===== src/rtl/core/aae_div.sv =====
module aae_div #(
   parameter int NUM_W = 48,
   parameter int DEN_W = 32
) (
   input  logic             clock,
   input  logic             reset,
   input  logic             start,
   input  logic [NUM_W-1:0] num,
   input  logic [DEN_W-1:0] den,
   output logic             done,
   output logic [NUM_W-1:0] quot
);
   localparam int CW = $clog2(NUM_W + 1);

   logic [NUM_W-1:0] q_ff, q_in;
   logic [DEN_W:0]   r_ff, r_in;
   logic [DEN_W-1:0] d_ff, d_in;
   logic [CW-1:0]    n_ff, n_in;
   logic             busy_ff, busy_in, done_ff, done_in;
   logic [DEN_W:0]   sh;

   always_comb begin
      q_in = q_ff;
      r_in = r_ff;
      d_in = d_ff;
      n_in = n_ff;
      busy_in = busy_ff;
      done_in = 1'b0;
      sh = '0;
      if (start) begin
         q_in = num;
         r_in = '0;
         d_in = den;
         n_in = CW'(NUM_W);
         busy_in = 1'b1;
      end else if (busy_ff) begin
         sh = {r_ff[DEN_W-1:0], q_ff[NUM_W-1]};
         q_in = {q_ff[NUM_W-2:0], 1'b0};
         if (sh >= {1'b0, d_ff}) begin
            r_in = sh - {1'b0, d_ff};
            q_in[0] = 1'b1;
         end else begin
            r_in = sh;
         end
         n_in = n_ff - 1'b1;
         if (n_ff == CW'(1)) begin
            busy_in = 1'b0;
            done_in = 1'b1;
         end
      end
   end

   always_ff @(posedge clock) begin
      q_ff <= q_in;
      r_ff <= r_in;
      d_ff <= d_in;
      n_ff <= n_in;
      if (reset) begin
         busy_ff <= 1'b0;
         done_ff <= 1'b0;
      end else begin
         busy_ff <= busy_in;
         done_ff <= done_in;
      end
   end

   assign done = done_ff;
   assign quot = q_ff;
endmodule


===== config.mk =====
export PLATFORM = sky130hd
export DESIGN_NAME = aae_div
export DESIGN_NICKNAME = d
export VERILOG_FILES = /design/src/rtl/core/aae_div.sv
export SDC_FILE = /design/constraint.sdc
export NUM_CORES = 1
export LEC_CHECK = 0
export BUFFER_PORTS_ARGS = -buffer_cell sky130_fd_sc_hd__buf_2
export CORE_MARGIN = 2
export CORE_UTILIZATION = 50
export DETAILED_ROUTE_END_ITERATION = 10
export GPL_TIMING_DRIVEN = 0
export PLACE_DENSITY = 0.78
export SLEW_MARGIN = 30
export SYNTH_ARGS = -nofsm -noshare
export SYNTH_HDL_FRONTEND = slang
export SYNTH_SLANG_ARGS = --single-unit

===== constraint.sdc =====
create_clock -name clock -period 2.96 [get_ports clock]
set_input_delay 0.592 -clock clock [delete_from_list [all_inputs] [get_ports clock]]
set_output_delay 0.592 -clock clock [all_outputs]
set_load 0.03 [all_outputs]

Word level (Yosys, flattened, before mapping) --
Cells that the tools add are included.
Storage, ports and cells: register bits after elaboration 120, input port bits 83, output and inout port bits 49, logic and storage cells 21
Operators by class: add/subtract/negate cells 2, order comparisons 1, equal/unequal tests 1, multiplexer cells 8, bitwise operators 1, reduce and logical (&&, ||, !) cells 2
Operators with widths (number):
- $mux 48 | 2
- $ge 33x32->1 | 1
- $mux 32 | 1
- $sub 32x32->32 | 1
- $eq 6x1->1 const B | 1
- $sub 6x1->6 const B | 1
- $mux 1 | 5
- $reduce_or 3->1 | 1
- $reduce_bool 2->1 | 1
- $not 1->1 | 1

Longest topological paths before layout --
depth after elaboration 4, depth in mapped cells 14, gate-level depth less buffers 12

Least setup slack after synthesis --
OpenSTA, ideal clock, no wires.
path type reg-to-reg, start point reg q_ff[47] (netlist: quot[47]), end point reg r_ff[26], setup time 0.120 ns, data arrival time 2.736 ns, required time 2.840 ns, slack 0.104 ns, stages on the path, launching flop included 13, path buffers 0, clock period less this slack 2.856 ns, cell sequence edfxtp_1 > inv_1 > ha_1 > fa_1 > nand2b_1 > a211oi_1 > o311ai_2 > nand3_1 > a41oi_2 > o21bai_1 > a21oi_1 > xnor2_1 > a211o_1
Between the ends: longest elaborated chain between the ends 2, elaborated cells on any way between the ends 3
RTL lines:
- start: declaration | line 15 | logic [NUM_W-1:0] q_ff, q_in;
- start signal: assignment | line 54 | q_ff <= q_in;
- $sub 32x32->32 or $ge 33x32->1 (tied branches) | line 40, 39
- $mux 32 (*) | line 39 | if (sh >= {1'b0, d_ff}) begin
- end signal: assignment | line 55 | r_ff <= r_in;
- end: declaration | line 16 | logic [DEN_W:0] r_ff, r_in;
Mark *: on every way between the ends. The rest lies on a longest branch, timed or not. A chain may end at the register's enable or synchronous reset.

Worst setup path after layout --
Ends and elaborated chain as after synthesis.

==> flow_summary.json <==
{
  "status": "complete, no violations",
  "cts_root_buf": "clkbuf_16",
  "post-route-min-period_ps": 2860,
  "via_per_inst": 5.58,
  "critPathKind": "flip-flop to flip-flop",
  "fmax_mhz": 350,
  "synth_edf_count": 80,
  "utilization": 0.628,
  "synth_xor_area_frac": 0.0408,
  "nNetsFinal": 893,
  "regToRegSetupSlack_ps": 100,
  "cts_sinks": 120,
  "syn_area_um2": 6650,
  "place.gp.congestion": 0.941,
  "synth-compound-area-share": 0.162,
  "synthTopCellsByArea": "edfxtp_1 (36%), dfxtp_1 (12%), mux2_2 (8.1%)",
  "synth.area.mux_share": 0.0918,
  "async_reset_ff_frac": 0,
  "wl_per_cell_um": 17.2,
  "ant_nets": 0,
  "insertion_delay_ps": 420,
  "die_h_um": 119,
  "synth-main-ff-cell": "edfxtp_1",
  "cts_tree": "built",
  "drtIter0Drc": 356,
  "dp_hpwl_um": 11700,
  "mappedNetlistNets": 734,
  "drive_gt1_frac": 0.338,
  "synthSimpleGateAreaFrac": 0.105,
  "fin_crit_sh": 0.966,
  "synth_top_family_by_area": "compound AO/OA/AOI/OAI gates",
  "worstPathMaxFanout": 3,
  "ys_types": 68,
  "synth-seq-area-share": 0.482,
  "tightest_slew_ps": 794,
  "synth_top_area_share": 0.361,
  "synth_fa_ha_area_frac": 0.0670,
  "grt_pass1_wl_um": 26400,
  "arrival_ps": 3170,
  "synth_common_cells": "edfxtp_1 (80), nand2_1 (52), mux2_2 (48)",
  "finClkSkew_ps": 11.6,
  "yosysMostFrequentCell": "edfxtp_1",
  "synth_area_leader_cell": "edfxtp_1",
  "first_global_vias": 5551,
  "ir_worst_vdd_v": 0.000428,
  "p_leak_nw": 3.51,
  "hold_viol": 0,
  "cp.buffers_inverters": 1,
  "syn_area_per_cell_um2": 10.8,
  "fin_hold_ws_ps": 338,
  "num-fill-cells": 1077,
  "slew_violations": 0,
  "start_util": 0.506,
  "ios": 132,
  "cap_violations": 0,
  "diodes": 0,
  "powerDensity_nw_per_um2": 655,
  "startpoint_type": "flip-flop",
  "drt_wl_total_um": 16600,
  "grt_overflow": 0,
  "grt_start_max_net_pins": 34,
  "relSlewSlack": 0.470,
  "fp.dieW_um": 119,
  "max_stage_delay_ps": 400,
  "drc": 0,
  "layout-area-overhead-vs-synth_pct": 24.1,
  "yosysWarnings": 0,
  "finalPower_mw": 5.41,
  "cp_slowest_cell": "fa_1",
  "netlist_instances": 616,
  "grt_usage": 0.236,
  "cts.htree.levels": 4,
  "design.die.area_um2": 14200,
  "end_kind": "flip-flop",
  "dr_total_vias": 5383,
  "synth-seq-cells": 120,
  "rsz0062_at_grt": "yes",
  "port_buffers": 131,
  "coreArea_um2": 13100,
  "clk_pin_slew_ps": 60,
  "antenna_found_initial": 0,
  "setup_viol": 0,
  "placementRows": 42,
  "worst_slack_ps": 99.9,
  "cts_max_path_buffers": 2,
  "hold_path.class": "input pin to flip-flop",
  "hold_buffers": 0,
  "crit_required_ps": 3270,
  "dr.pass1.iters": 5,
  "preCtsSetupSlack_ps": -162,
  "cp_top_family": "compound AO/OA/AOI/OAI gates",
  "crit_chain": "inv_1 -> ha_1 -> fa_1 -> nand2b_4 -> a211oi_4 -> o311ai_2 -> nand3_1 -> a41oi_2 -> o21bai_1 -> a21oi_1 -> xnor2_1 -> a211o_1",
  "cts_buffers": 17
}
==> state kept, by name (all words and copies together), names as in the netlist <==
signal   flops
quot        48
d_ff        32
r_ff        32
n_ff         6
busy_ff      1
done         1
==> cells in the final DEF (no fill, tap or decap), types with 6 or more instances in the layout <==
cell type and n:
ha_1 34, o21ai_0 21, inv_1 46, nand2_1 52
o21bai_1 7, mux2_2 48, a211oi_1 25, mux2i_1 7
nor2_1 42, nor3_1 8, nand4_1 6, a21o_1 11
xor2_1 15, xnor2_1 16, clkbuf_1 16, o21ai_1 18
dfxtp_1 40, nand3_1 11, clkbuf_16 17, buf_2 134
buf_4 9, a21oi_1 26, edfxtp_1 80
==> timing repair <==
action / CTS / global route
resized for setup: 4 / 10
pin swaps: 1 / 6
endpoints found under the setup margin: 3 / 14
buffers inserted: 0 / 8
==> area by class of cell <==
cell class              instances  area (um2)  area share
flip-flops and latches        120        3200       0.388
multi-input cells             422        3170       0.384
repair buffers                140         736      0.0892
clock buffers                  18         429      0.0520
well taps                     176         220      0.0267
inverters                      48         180      0.0218
plain buffers                  26         160      0.0194
clock inverters                14         149      0.0180
==> report_power, final <==
group	internal, mW	leakage (nW)	switching [mW]	total (mW)
combinational	0.522	2.12	0.783	1.30
clock	1.24	0.274	0.788	2.03
sequential	1.97	1.12	0.0989	2.07
==> worst paths after layout <==
kind / from / end / cells after the start
worst max-delay path: quot[47] / r_ff[26] / 12
worst min-delay path: den[3] / d_ff[3] / 1
worst max register to register: quot[47] / r_ff[26] / 12
worst min register to register: r_ff[8] / r_ff[8] / 2
==> per-stage QoR <==
step | TNS, ps | std cells | area [um2]
2_1_floorplan | 0 | 616 | 6650
3_3_place_gp | -28980 | 923 | 7520
3_5_place_dp | -422 | 924 | 7540
4_1_cts | 0 | 956 | 8150
5_1_grt | -176 | 964 | 8250
6_report | 0 | 964 | 8250
==> cells by family (layout without fill, tap and decap cells) <==
logic type / count (synthesis) / count (layout)
AOI/OAI and AO/OA: 155 / 155
xor gates and xnor gates: 31 / 31
muxes: 55 / 55
adders and majority gates: 35 / 35
DFF: 120 / 120
buffers and inverters: 74 / 246
and+or+nand+nor: 146 / 146
==> per-layer routing <==
metal  part of all wire  GRT usage  up-vias
met3              0.078     0.0771       39
met4              0.026     0.0978        0
met2               0.46      0.378      223
li1                   -          -     2576
met1               0.43      0.294     2545
met5                  0          0        -
(Power assumes the default switching activity.)
